--- src/sv/magp_pkg.sv ---
// Shared types and constants for the mask atlas grid packer.
package magp_pkg;

    // Field widths of the transfer payloads
    localparam int SIZE_W     = 15;
    localparam int TILE_IDX_W = 6;
    localparam int OFF_W      = 14;
    localparam int EXT_W      = 15;

    // Tile store depth default and configuration defaults
    localparam int MAX_TILES_DEFAULT = 16;
    localparam int APB_ADDR_W        = 3;
    localparam int APB_DATA_W        = 32;
    localparam logic [SIZE_W-1:0] LIMIT_RESET = SIZE_W'(4096);

    // Register word indexes
    localparam logic REG_ATLAS_LIMIT = 1'b0;

    // One requested tile size
    typedef struct packed {
        logic [SIZE_W-1:0] tile_size;
        logic              last_size;
    } tile_in_t;

    // Placement of one tile
    typedef struct packed {
        logic [TILE_IDX_W-1:0] tile_index;
        logic [TILE_IDX_W-1:0] atlas_number;
        logic [OFF_W-1:0]      x_offset;
        logic [OFF_W-1:0]      y_offset;
        logic [EXT_W-1:0]      atlas_width;
        logic [EXT_W-1:0]      atlas_height;
        logic                  last_tile;
    } tile_out_t;

    // Entry of the placement memory, indexed by tile
    typedef struct packed {
        logic [TILE_IDX_W-1:0] atlas_number;
        logic [OFF_W-1:0]      x_offset;
        logic [OFF_W-1:0]      y_offset;
        logic [EXT_W-1:0]      atlas_width;
        logic [EXT_W-1:0]      atlas_height;
    } place_t;

endpackage

--- src/sv/mask_atlas_grid_packer_core.sv ---
// Top level of the mask atlas grid packer: tile store, packing sequencer, result stream.
//
// Input channel (s_valid/s_ready/s_data): one tile size per transfer. Sizes
// are written to the tile store, one per cycle; sizes beyond MAX_TILES are
// dropped. The transfer with last_size set closes the set and starts packing;
// s_ready stays low from then until the final result has been taken.
// Result channel (m_valid/m_ready/m_data): one transfer per loaded tile, in
// load order, last_tile set on the final one.
// Packing walks the tile store once per group to count members and once to
// place them, each entry read passing an issue and a compare state, and runs
// a 15-step shared divider once per group for the per-row count and twice per
// atlas. Each result is read from the placement memory, loaded into the result
// register and held there until m_ready is high.
// A stalled receiver simply holds the result register; nothing is lost.
// Reset empties the store, clears all placement flags and sets
// atlas_size_limit to 4096; it needs no clearing pass. atlas_size_limit is
// written through the APB port at byte address 0; the user must write it only
// while the block is idle, which the block itself does not enforce.
module mask_atlas_grid_packer_core #(
    parameter int MAX_TILES = magp_pkg::MAX_TILES_DEFAULT
) (
    input  logic                                aclk,
    input  logic                                aresetn,
    // size input
    input  logic                                s_valid,
    output logic                                s_ready,
    input  magp_pkg::tile_in_t                  s_data,
    // placement output
    output logic                                m_valid,
    input  logic                                m_ready,
    output magp_pkg::tile_out_t                 m_data,
    // configuration
    input  logic                                psel,
    input  logic                                penable,
    input  logic                                pwrite,
    input  logic [magp_pkg::APB_ADDR_W-1:0]     paddr,
    input  logic [magp_pkg::APB_DATA_W-1:0]     pwdata,
    output logic [magp_pkg::APB_DATA_W-1:0]     prdata,
    output logic                                pready
);
    import magp_pkg::*;

    localparam int CNT_W  = $clog2(MAX_TILES + 1);
    localparam int IDX_W  = (MAX_TILES > 1) ? $clog2(MAX_TILES) : 1;
    localparam int STEP_W = $clog2(SIZE_W);
    localparam logic [CNT_W-1:0] MAX_CNT = CNT_W'(MAX_TILES);

    typedef enum logic [3:0] {
        S_LOAD, S_LEAD, S_LEAD_RD, S_DIV, S_PERROW, S_CNT_ISSUE, S_CNT_CMP,
        S_ATLAS, S_ROWS, S_COLS, S_EXT, S_PL_ISSUE, S_PL_CMP,
        S_EMIT_RD, S_EMIT_LD, S_EMIT_WAIT
    } state_t;

    // Storage
    logic [SIZE_W-1:0] size_mem [MAX_TILES];
    place_t            res_mem  [MAX_TILES];
    logic [SIZE_W-1:0] size_rd_reg;
    place_t            res_rd_reg;
    logic [MAX_TILES-1:0] placed_reg;

    // Sequencer state
    state_t            state_reg;
    state_t            div_ret_reg;
    logic [SIZE_W-1:0] limit_reg;
    logic [CNT_W-1:0]  count_reg;
    logic [CNT_W-1:0]  lead_reg;
    logic [CNT_W-1:0]  scan_reg;
    logic [CNT_W-1:0]  group_n_reg;
    logic [CNT_W-1:0]  rest_reg;
    logic [CNT_W-1:0]  held_reg;
    logic [CNT_W-1:0]  rows_reg;
    logic [CNT_W-1:0]  cols_reg;
    logic [CNT_W-1:0]  col_reg;
    logic [CNT_W-1:0]  left_reg;
    logic [CNT_W-1:0]  out_idx_reg;
    logic [IDX_W-1:0]  atlas_reg;
    logic [SIZE_W-1:0] grp_raw_reg;
    logic [SIZE_W-1:0] size_reg;
    logic [SIZE_W-1:0] per_row_reg;
    logic [OFF_W-1:0]  x_reg;
    logic [OFF_W-1:0]  y_reg;
    logic [EXT_W-1:0]  width_reg;
    logic [EXT_W-1:0]  height_reg;
    logic              m_valid_reg;
    tile_out_t         m_data_reg;

    // Shared restoring divider
    logic [SIZE_W-1:0] div_num_reg;
    logic [SIZE_W-1:0] div_den_reg;
    logic [SIZE_W-1:0] div_rem_reg;
    logic [SIZE_W-1:0] div_quo_reg;
    logic [STEP_W-1:0] div_step_reg;
    logic [SIZE_W:0]   div_shift;
    logic [SIZE_W:0]   div_diff;
    logic              div_take;
    logic [SIZE_W-1:0] div_rem_next;
    logic [SIZE_W-1:0] div_quo_next;

    // Helpers
    logic              s_xfer;
    logic              cfg_wr;
    logic [CNT_W-1:0]  size_rd_addr;
    logic [SIZE_W-1:0] size_eff;
    logic [2*CNT_W-1:0] grid_cap;
    logic [CNT_W-1:0]  held_c;
    logic [CNT_W-1:0]  quo_plus1;
    logic [CNT_W+SIZE_W-1:0] ext_w_full;
    logic [CNT_W+SIZE_W-1:0] ext_h_full;
    logic              match;
    place_t            place_entry;

    assign s_xfer  = s_valid && s_ready;
    assign cfg_wr  = psel && penable && pwrite && pready;
    assign pready  = 1'b1;
    assign prdata  = (paddr[2] == REG_ATLAS_LIMIT) ? APB_DATA_W'(limit_reg) : '0;
    assign s_ready = (state_reg == S_LOAD);
    assign m_valid = m_valid_reg;
    assign m_data  = m_data_reg;

    // Divider step: shift in one numerator bit, subtract when it fits
    assign div_shift    = {div_rem_reg, div_num_reg[SIZE_W-1]};
    assign div_diff     = div_shift - {1'b0, div_den_reg};
    assign div_take     = (div_shift >= {1'b0, div_den_reg});
    assign div_rem_next = div_take ? div_diff[SIZE_W-1:0] : div_shift[SIZE_W-1:0];
    assign div_quo_next = {div_quo_reg[SIZE_W-2:0], div_take};

    // Atlas sizing: a zero size places as one, tiles held bounded by per_row squared
    assign size_eff   = (size_rd_reg == '0) ? SIZE_W'(1) : size_rd_reg;
    assign grid_cap   = per_row_reg[CNT_W-1:0] * per_row_reg[CNT_W-1:0];
    assign held_c     = (per_row_reg > SIZE_W'(rest_reg)) ? rest_reg :
                        ((grid_cap < (2*CNT_W)'(rest_reg)) ? grid_cap[CNT_W-1:0]
                                                            : rest_reg);
    assign quo_plus1  = div_quo_reg[CNT_W-1:0] + CNT_W'(1);
    assign ext_w_full = cols_reg * size_reg;
    assign ext_h_full = rows_reg * size_reg;
    assign match      = (size_rd_reg == grp_raw_reg);
    assign size_rd_addr = (state_reg == S_LEAD) ? lead_reg : scan_reg;

    always_comb begin
        place_entry.atlas_number = TILE_IDX_W'(atlas_reg);
        place_entry.x_offset     = x_reg;
        place_entry.y_offset     = y_reg;
        place_entry.atlas_width  = width_reg;
        place_entry.atlas_height = height_reg;
    end

    // Tile store: write on input transfer, read one entry a cycle
    always_ff @(posedge aclk) begin
        if (s_xfer && (count_reg < MAX_CNT)) begin
            size_mem[count_reg[IDX_W-1:0]] <= s_data.tile_size;
        end
        size_rd_reg <= size_mem[size_rd_addr[IDX_W-1:0]];
    end

    // Placement memory: written while placing, read in load order while emitting
    always_ff @(posedge aclk) begin
        if ((state_reg == S_PL_CMP) && match) begin
            res_mem[scan_reg[IDX_W-1:0]] <= place_entry;
        end
        res_rd_reg <= res_mem[out_idx_reg[IDX_W-1:0]];
    end

    // Configuration register
    always_ff @(posedge aclk) begin
        if (!aresetn) begin
            limit_reg <= LIMIT_RESET;
        end else if (cfg_wr && (paddr[2] == REG_ATLAS_LIMIT)) begin
            limit_reg <= pwdata[SIZE_W-1:0];
        end
    end

    // Packing sequencer
    always_ff @(posedge aclk) begin
        if (!aresetn) begin
            state_reg   <= S_LOAD;
            count_reg   <= '0;
            placed_reg  <= '0;
            atlas_reg   <= '0;
            m_valid_reg <= 1'b0;
        end else begin
            case (state_reg)
                S_LOAD: begin
                    if (s_xfer) begin
                        if (count_reg < MAX_CNT) begin
                            count_reg <= count_reg + CNT_W'(1);
                        end
                        if (s_data.last_size) begin
                            placed_reg <= '0;
                            atlas_reg  <= '0;
                            lead_reg   <= '0;
                            state_reg  <= S_LEAD;
                        end
                    end
                end
                // Find the next unplaced tile to lead a group
                S_LEAD: begin
                    if (lead_reg == count_reg) begin
                        out_idx_reg <= '0;
                        state_reg   <= S_EMIT_RD;
                    end else if (placed_reg[lead_reg[IDX_W-1:0]]) begin
                        lead_reg <= lead_reg + CNT_W'(1);
                    end else begin
                        state_reg <= S_LEAD_RD;
                    end
                end
                S_LEAD_RD: begin
                    grp_raw_reg  <= size_rd_reg;
                    size_reg     <= size_eff;
                    div_num_reg  <= limit_reg;
                    div_den_reg  <= size_eff;
                    div_rem_reg  <= '0;
                    div_step_reg <= '0;
                    div_ret_reg  <= S_PERROW;
                    state_reg    <= S_DIV;
                end
                S_DIV: begin
                    div_rem_reg  <= div_rem_next;
                    div_quo_reg  <= div_quo_next;
                    div_num_reg  <= {div_num_reg[SIZE_W-2:0], 1'b0};
                    div_step_reg <= div_step_reg + STEP_W'(1);
                    if (div_step_reg == STEP_W'(SIZE_W - 1)) begin
                        state_reg <= div_ret_reg;
                    end
                end
                S_PERROW: begin
                    per_row_reg <= (div_quo_reg == '0) ? SIZE_W'(1) : div_quo_reg;
                    scan_reg    <= lead_reg;
                    group_n_reg <= '0;
                    state_reg   <= S_CNT_ISSUE;
                end
                // Count the members of the group
                S_CNT_ISSUE: begin
                    if (scan_reg == count_reg) begin
                        rest_reg  <= group_n_reg;
                        scan_reg  <= lead_reg;
                        state_reg <= S_ATLAS;
                    end else begin
                        state_reg <= S_CNT_CMP;
                    end
                end
                S_CNT_CMP: begin
                    if (match) begin
                        group_n_reg <= group_n_reg + CNT_W'(1);
                    end
                    scan_reg  <= scan_reg + CNT_W'(1);
                    state_reg <= S_CNT_ISSUE;
                end
                // Open an atlas: rows = ceil(held / per_row)
                S_ATLAS: begin
                    if (rest_reg == '0) begin
                        lead_reg  <= lead_reg + CNT_W'(1);
                        state_reg <= S_LEAD;
                    end else begin
                        held_reg     <= held_c;
                        div_num_reg  <= SIZE_W'(held_c - CNT_W'(1));
                        div_den_reg  <= per_row_reg;
                        div_rem_reg  <= '0;
                        div_step_reg <= '0;
                        div_ret_reg  <= S_ROWS;
                        state_reg    <= S_DIV;
                    end
                end
                // cols = ceil(held / rows)
                S_ROWS: begin
                    rows_reg     <= quo_plus1;
                    div_num_reg  <= SIZE_W'(held_reg - CNT_W'(1));
                    div_den_reg  <= SIZE_W'(quo_plus1);
                    div_rem_reg  <= '0;
                    div_step_reg <= '0;
                    div_ret_reg  <= S_COLS;
                    state_reg    <= S_DIV;
                end
                S_COLS: begin
                    cols_reg  <= quo_plus1;
                    state_reg <= S_EXT;
                end
                S_EXT: begin
                    width_reg  <= ext_w_full[EXT_W-1:0];
                    height_reg <= ext_h_full[EXT_W-1:0];
                    left_reg   <= held_reg;
                    col_reg    <= '0;
                    x_reg      <= '0;
                    y_reg      <= '0;
                    state_reg  <= S_PL_ISSUE;
                end
                // Place group members in load order
                S_PL_ISSUE: begin
                    state_reg <= S_PL_CMP;
                end
                S_PL_CMP: begin
                    scan_reg <= scan_reg + CNT_W'(1);
                    if (match) begin
                        placed_reg[scan_reg[IDX_W-1:0]] <= 1'b1;
                        rest_reg <= rest_reg - CNT_W'(1);
                        left_reg <= left_reg - CNT_W'(1);
                        if (col_reg == cols_reg - CNT_W'(1)) begin
                            col_reg <= '0;
                            x_reg   <= '0;
                            y_reg   <= y_reg + size_reg[OFF_W-1:0];
                        end else begin
                            col_reg <= col_reg + CNT_W'(1);
                            x_reg   <= x_reg + size_reg[OFF_W-1:0];
                        end
                        if (left_reg == CNT_W'(1)) begin
                            atlas_reg <= atlas_reg + IDX_W'(1);
                            state_reg <= S_ATLAS;
                        end else begin
                            state_reg <= S_PL_ISSUE;
                        end
                    end else begin
                        state_reg <= S_PL_ISSUE;
                    end
                end
                // Stream results in load order
                S_EMIT_RD: begin
                    state_reg <= S_EMIT_LD;
                end
                S_EMIT_LD: begin
                    m_data_reg.tile_index   <= TILE_IDX_W'(out_idx_reg);
                    m_data_reg.atlas_number <= res_rd_reg.atlas_number;
                    m_data_reg.x_offset     <= res_rd_reg.x_offset;
                    m_data_reg.y_offset     <= res_rd_reg.y_offset;
                    m_data_reg.atlas_width  <= res_rd_reg.atlas_width;
                    m_data_reg.atlas_height <= res_rd_reg.atlas_height;
                    m_data_reg.last_tile    <= (out_idx_reg + CNT_W'(1) == count_reg);
                    m_valid_reg             <= 1'b1;
                    state_reg               <= S_EMIT_WAIT;
                end
                S_EMIT_WAIT: begin
                    if (m_ready) begin
                        m_valid_reg <= 1'b0;
                        if (out_idx_reg + CNT_W'(1) == count_reg) begin
                            count_reg  <= '0;
                            placed_reg <= '0;
                            atlas_reg  <= '0;
                            state_reg  <= S_LOAD;
                        end else begin
                            out_idx_reg <= out_idx_reg + CNT_W'(1);
                            state_reg   <= S_EMIT_RD;
                        end
                    end
                end
                default: begin
                    state_reg <= S_LOAD;
                end
            endcase
        end
    end

    // Input and output sides are never open together
    assert property (@(posedge aclk) disable iff (!aresetn) !(s_ready && m_valid))
        else $error("input accepted while a result is pending");

    // A closing transfer stops further input
    assert property (@(posedge aclk) disable iff (!aresetn)
        (s_valid && s_ready && s_data.last_size) |=> !s_ready)
        else $error("input still open after closing transfer");

    // The final result empties the store and reopens the input
    assert property (@(posedge aclk) disable iff (!aresetn)
        (m_valid && m_ready && m_data.last_tile) |=> (s_ready && count_reg == '0))
        else $error("store not emptied after final result");

    // Fill count never passes the store depth
    assert property (@(posedge aclk) disable iff (!aresetn) count_reg <= MAX_CNT)
        else $error("tile count beyond store depth");

endmodule

--- config.mk ---
export PLATFORM = sky130hd
export DESIGN_NAME = mask_atlas_grid_packer_core
export DESIGN_NICKNAME = d
export VERILOG_FILES = /design/src/sv/magp_pkg.sv /design/src/sv/mask_atlas_grid_packer_core.sv
export SDC_FILE = /design/constraint.sdc
export NUM_CORES = 2
export LEC_CHECK = 0
export ABC_CLOCK_PERIOD_IN_PS = 8500
export BUFFER_PORTS_ARGS = -buffer_cell sky130_fd_sc_hd__buf_2
export CAP_MARGIN = 10
export CORE_ASPECT_RATIO = 0.75
export CORE_UTILIZATION = 35
export CTS_BUF_LIST = sky130_fd_sc_hd__clkbuf_4 sky130_fd_sc_hd__clkbuf_8
export CTS_CLUSTER_DIAMETER = 50
export DETAILED_ROUTE_END_ITERATION = 12
export PLACE_DENSITY = 0.5
export RECOVER_POWER = 100
export SLEW_MARGIN = 20
export SYNTH_ARGS = -nofsm -noshare
export SYNTH_HDL_FRONTEND = slang
export SYNTH_SLANG_ARGS = --single-unit
--- constraint.sdc ---
create_clock -name aclk -period 8.5 [get_ports aclk]
set_input_delay 1.7 -clock aclk [delete_from_list [all_inputs] [get_ports aclk]]
set_output_delay 1.7 -clock aclk [all_outputs]
set_load 0.005 [all_outputs]
==> Yosys cells after proc, flatten, opt, wreduce, memory -nomap -nowiden <==
Memory sizes are Yosys's and may differ from the RTL's. A register that Yosys moved wholly into a read port is not among the register bits.
Cells that the tools add are included.
{ "word_totals": {"register_bits": 342, "mem_bits_rw": 1232, "in_bits": 58, "out_inout_bits": 106, "mem_count": 2} }
{ "memory_table": {"columns": ["memory", "depth", "word_bits", "read_ports", "rd_clocked_by_memory_dff", "wr", "line_no", "text"], "rows": [
  ["res_mem", 16, 62, 1, 1, 1, "mask_atlas_grid_packer_core.sv:56", "place_t res_mem [MAX_TILES];"],
  ["size_mem", 16, 15, 1, 1, 1, "mask_atlas_grid_packer_core.sv:55", "logic [SIZE_W-1:0] size_mem [MAX_TILES];"]
]} }
{ "op_classes": {"addsub": 17, "multipliers": 3, "order_cmp": 7, "n_eq_ne": 40, "muxes": 84, "bitwise_logic": 3, "reduce_logical": 49} }
{ "ops": {"columns": ["op", "count"], "rows": [
  ["5-bit 2-to-1 mux", 21],
  ["15-bit 2-to-1 mux", 6],
  ["15-bit case mux with 3 select lines", 2],
  ["16-bit 2-to-1 mux", 5],
  ["4-bit 2-to-1 mux", 18],
  ["15-bit case mux with 4 select lines", 1],
  ["5-bit case mux with 2 select lines", 6],
  ["14-bit 2-to-1 mux", 4],
  ["14-bit case mux with 2 select lines", 2],
  ["4-bit case mux with 14 select lines", 1],
  ["16-bit case mux with 3 select lines", 1],
  ["4-bit == test (second input constant)", 9],
  ["4-bit case mux with 3 select lines", 3],
  ["5-bit by 1-bit adder with 5-bit output (second input constant)", 7],
  ["15-bit zero test", 2],
  ["5-bit by 15-bit multiplier with 15-bit output", 2],
  ["5-bit case mux with 3 select lines", 2],
  ["14-bit adder", 2],
  ["3-bit AND reduction", 7],
  ["5-bit == test", 4],
  ["2-bit != test (second input constant)", 10],
  ["4-bit by 3-bit == test with 1-bit output (second input constant)", 4],
  ["16-bit by 15-bit greater-or-equal comparator with 1-bit output", 1],
  ["16-bit OR", 1],
  ["other kinds (34)", 82]
]} }

==> Depth between registers and ports, before layout <==
{ "logic_depth": {"word_depth": 7, "mapped_depth": 16, "depth_no_buf": 14} }

==> Worst setup path before layout <==
No wires, ideal clock.
{ "synth_path": {"path_type": "input to register", "from": "input aresetn", "to": "register m_data_reg (netlist bit m_data[0]), enable pin", "arrival_time_ns": 4.891, "t_required_ns": 8.006, "path_slack_ns": 3.114, "cell_stages": 3, "path_cell_list": "clkbuf_1 nand2_1 nor2_1"} }
{ "synth_via": {"elab_chain_cells": 1} }
{ "synth_rtl": {"columns": ["element", "line_no", "text"], "rows": [
  ["from (decl)", "mask_atlas_grid_packer_core.sv:23", "input logic aresetn,"],
  ["2-bit AND reduction (no source line)", null, null],
  ["to (decl)", "mask_atlas_grid_packer_core.sv:85", "tile_out_t m_data_reg;"]
]} }
Every way passes these cells.
A chain may end at the register's enable or synchronous reset.

==> Worst setup path in the final report <==
{ "layout_path": {"from": "register size_rd_reg[12], read port of size_mem", "to": "memory res_mem[12][38] (netlist name), enable pin"} }
{ "layout_via": {"elab_chain_cells": 4} }
{ "layout_rtl": {"columns": ["element", "line_no", "text"], "rows": [
  ["from (decl)", "mask_atlas_grid_packer_core.sv:57", "logic [SIZE_W-1:0] size_rd_reg;"],
  ["15-bit == test", "mask_atlas_grid_packer_core.sv:136", "assign match = (size_rd_reg == grp_raw_reg);"],
  ["1-bit logical AND", "mask_atlas_grid_packer_core.sv:157", "if ((state_reg == S_PL_CMP) && match) begin"],
  ["1-bit 2-to-1 mux", "mask_atlas_grid_packer_core.sv:157", null],
  ["1-bit 2-to-1 mux (not written as such)", "mask_atlas_grid_packer_core.sv:158", "res_mem[scan_reg[IDX_W-1:0]] <= place_entry;"],
  ["to (decl)", "mask_atlas_grid_packer_core.sv:56", null]
]} }
Every way passes these cells.

==> metrics <==
simple-gate share of the synthesized area 5.225%; Bufs on Longest Clock Path 4; root buf cell clkbuf_8; cts bufs inserted 279; H-tree depth 5; DRT antenna net count 0; slowest CP cell and3_1; maximum vdd drop 0.1524 mV; core area 0.1917 mm^2; crit-path leading delay family simple AND/OR/NAND/NOR gates; count leader, synth edfxtp_1; vias in the first global route 35249; cell type with the highest aggregate area in the netlist edfxtp_1; hold depth 0; Slew Limit Headroom -164.3%; Cells after Synth 3693; WP data arrival 7.15 ns; crit path kind flip-flop to flip-flop; Power Density 211.1 mW/mm^2; Nets 4223; final setup fails 0; routed via count 34223; initial antenna violation count 8; largest family of logic cells by synthesized area multiplexers; most instantiated cells after synthesis 1520 x edfxtp_1, 374 x mux4_2, 222 x nand2_1; P_leak 25.40 nW; first-pass GRT wire length 242700 um; final worst path period share 77.59%; CP required 9.05 ns; final core utilization 39.81%; Post-Syn Area 0.06758 mm^2; min cycle time layout 6.596 ns; DR WL/cell 24.72 um; TritonCTS clock tree yes; cells resized by post-CTS repair 0; synthesis-to-finish area growth 12.90%; Fmax 0.1516 GHz; HP Start res_rd_reg[41]; register area share after synthesis 71.15%; max-cap check violation count 38; top routing layer used met4; violated checks max-capacitance violations, max-slew violations; Clock transition at path regs 0.06 ns; Adder-Cell Fraction of Synth Area 4.173%; HPWL Detailed 92560 um; Vias per Instance 5.090; Worst-Skew Late Latency 1.04 ns; worst hold path type flip-flop to flip-flop; CP Buf/Inv Count 3; number of fill cells 17408; IO Count 164; CP max stage delay 2.26 ns; crit path max fanout 34; largest net degree at the start of global routing 129; multiplexer area fraction after synthesis 12.83%; crit-path cells clkbuf_1 > xnor2_1 > nand3_1 > nor4_1 > clkbuf_1 > and2_0 > and3_1 > clkbuf_2; top cell type's share of synthesized area 67.54%; Die Ht 382.5 um; FF+latch count, synth 1642; Worst Reg-to-Reg Cells 8; total track usage 17.10%; Worst Hold End m_data[42]; Worst-Margin Slew 3.964 ns; routability cong. 0.7864; Port Buffers 123; postcts setup bufs 0; hold_buf cts 0; DRC 0; XOR/XNOR Fraction of Synth Area 1.679%; outcome finished, violations left; GR Overflow Total 0; met1 WL 78130 um; setup_tns 0 ns; clock skew 0.1192 ns; Largest register FFs 992; Worst R2R Setup Slack 1.90 ns; final wirelength 166200 um; die area 0.1949 mm^2; Most common cell on crit path clkbuf_1; Main synth FF type edfxtp_1; synth unique cells 78; first-pass detailed-route iteration total 5; clk sinks 1642; crit end category flip-flop; initial detailed-routing violation count 2902; layout cells sized above 1 22.01%; initial core utilization 35.26%; critical path launch point type flip-flop; met3 WL 9784 um; worst r2r src size_rd_reg[12]; syn_area_per_cell 18.30 um^2; Rows 139; YS warnings 0; compound-cell area share of the yosys netlist 2.927%; max-slew violations 1165; fraction of registers with async set/reset 0%; Reg2Reg Capture Point res_mem[12][38]; Min Hold Slack 0.3381 ns; unrepaired setup endpoints after global routing false; DR WL met2 75080 um; Synth area leaders edfxtp_1 68%, mux4_2 12%, dfxtp_1 3.6%, ha_1 2.1%, fa_1 2.0%; Die W 509.4 um; EDFF count, synth 1520; final hold violation count 0
worst reg2reg max path, cell delays in order, from the launching register on:
cell and delay (ns):
dfxtp_1 0.30, clkbuf_1 0.56, xnor2_1 0.22, nand3_1 0.11, nor4_1 0.27, clkbuf_1 0.43
and2_0 0.65, and3_1 2.26, clkbuf_2 1.27
report_power, final:
group	total [mW]	switching, mW	internal [mW]	leakage, nW
clock	7.03	3.13	3.90	2.87
sequential	8.81	0.0472	8.76	14.8
combinational	0.268	0.161	0.107	7.69
total	16.1	3.34	12.8	25.4
metal layers:
layer | vias up | GRT usage [%]
met4 | 0 | 4.362
li1 | 15059 | -
met5 | - | 0
met1 | 17990 | 24.99
met3 | 265 | 3.731
met2 | 909 | 25.74
worst max-delay path by stage:
stage	slack [ns]	start	endpoint	depth (start not counted)
6_report	1.90	size_rd_reg[12]	res_mem[12][38]	8
2_1_floorplan	3.11	aresetn	m_data[0]	3
4_1_cts	3.47	per_row_reg[1]	div_num_reg[4]	14
5_1_grt	1.54	size_rd_reg[12]	res_mem[12][38]	8
3_3_place_gp	3.48	per_row_reg[1]	div_num_reg[4]	14
3_5_place_dp	3.52	per_row_reg[1]	div_num_reg[4]	14
final cells by class:
type | count | area (um^2) | area share [%]
clock inverter | 63 | 422.9 | 0.5543
multi-input combinational | 1753 | 18250 | 23.91
clock buffer | 417 | 5007 | 6.563
timing repair buffer | 198 | 944.7 | 1.238
antenna | 6 | 15.01 | 0.01968
tap | 2538 | 3176 | 4.162
inverter | 107 | 401.6 | 0.5264
sequential | 1642 | 48090 | 63.02
layout by cell type (no fill, tap or decap), types with 34 or more instances in the layout:
master / n
and3_1: 34
edfxtp_1: 1520
nand3_1: 54
fa_1: 69
clkbuf_1: 121
nand2_1: 222
clkinv_1: 37
buf_2: 42
and2_1: 77
inv_1: 107
nor2b_1: 38
o21ai_0: 53
ha_1: 115
xnor2_1: 80
nor3_1: 45
nor2_1: 149
xor2_1: 47
a21oi_1: 95
clkbuf_4: 117
dfxtp_1: 122
clkbuf_8: 300
mux4_2: 374
logic make-up after synthesis:
kind of cell	Yosys count
flops	1642
other cells	2
mux	398
buf+inv	317
compound gates	301
xor+xnor	128
fa+ha+maj	184
simple gates	721
metrics by stage:
step,worst slack (ns),power (mW),cell area (um^2),std cells
after global routing,1.535,16.66,76290,6722
after global placement,3.485,9.252,71330,6238
final,1.904,16.11,76300,6724
after floorplan,3.114,9.140,67650,3712
after detailed placement,3.523,9.254,71330,6238
after CTS,3.472,16.33,76760,6718
(Power assumes the default switching activity.)
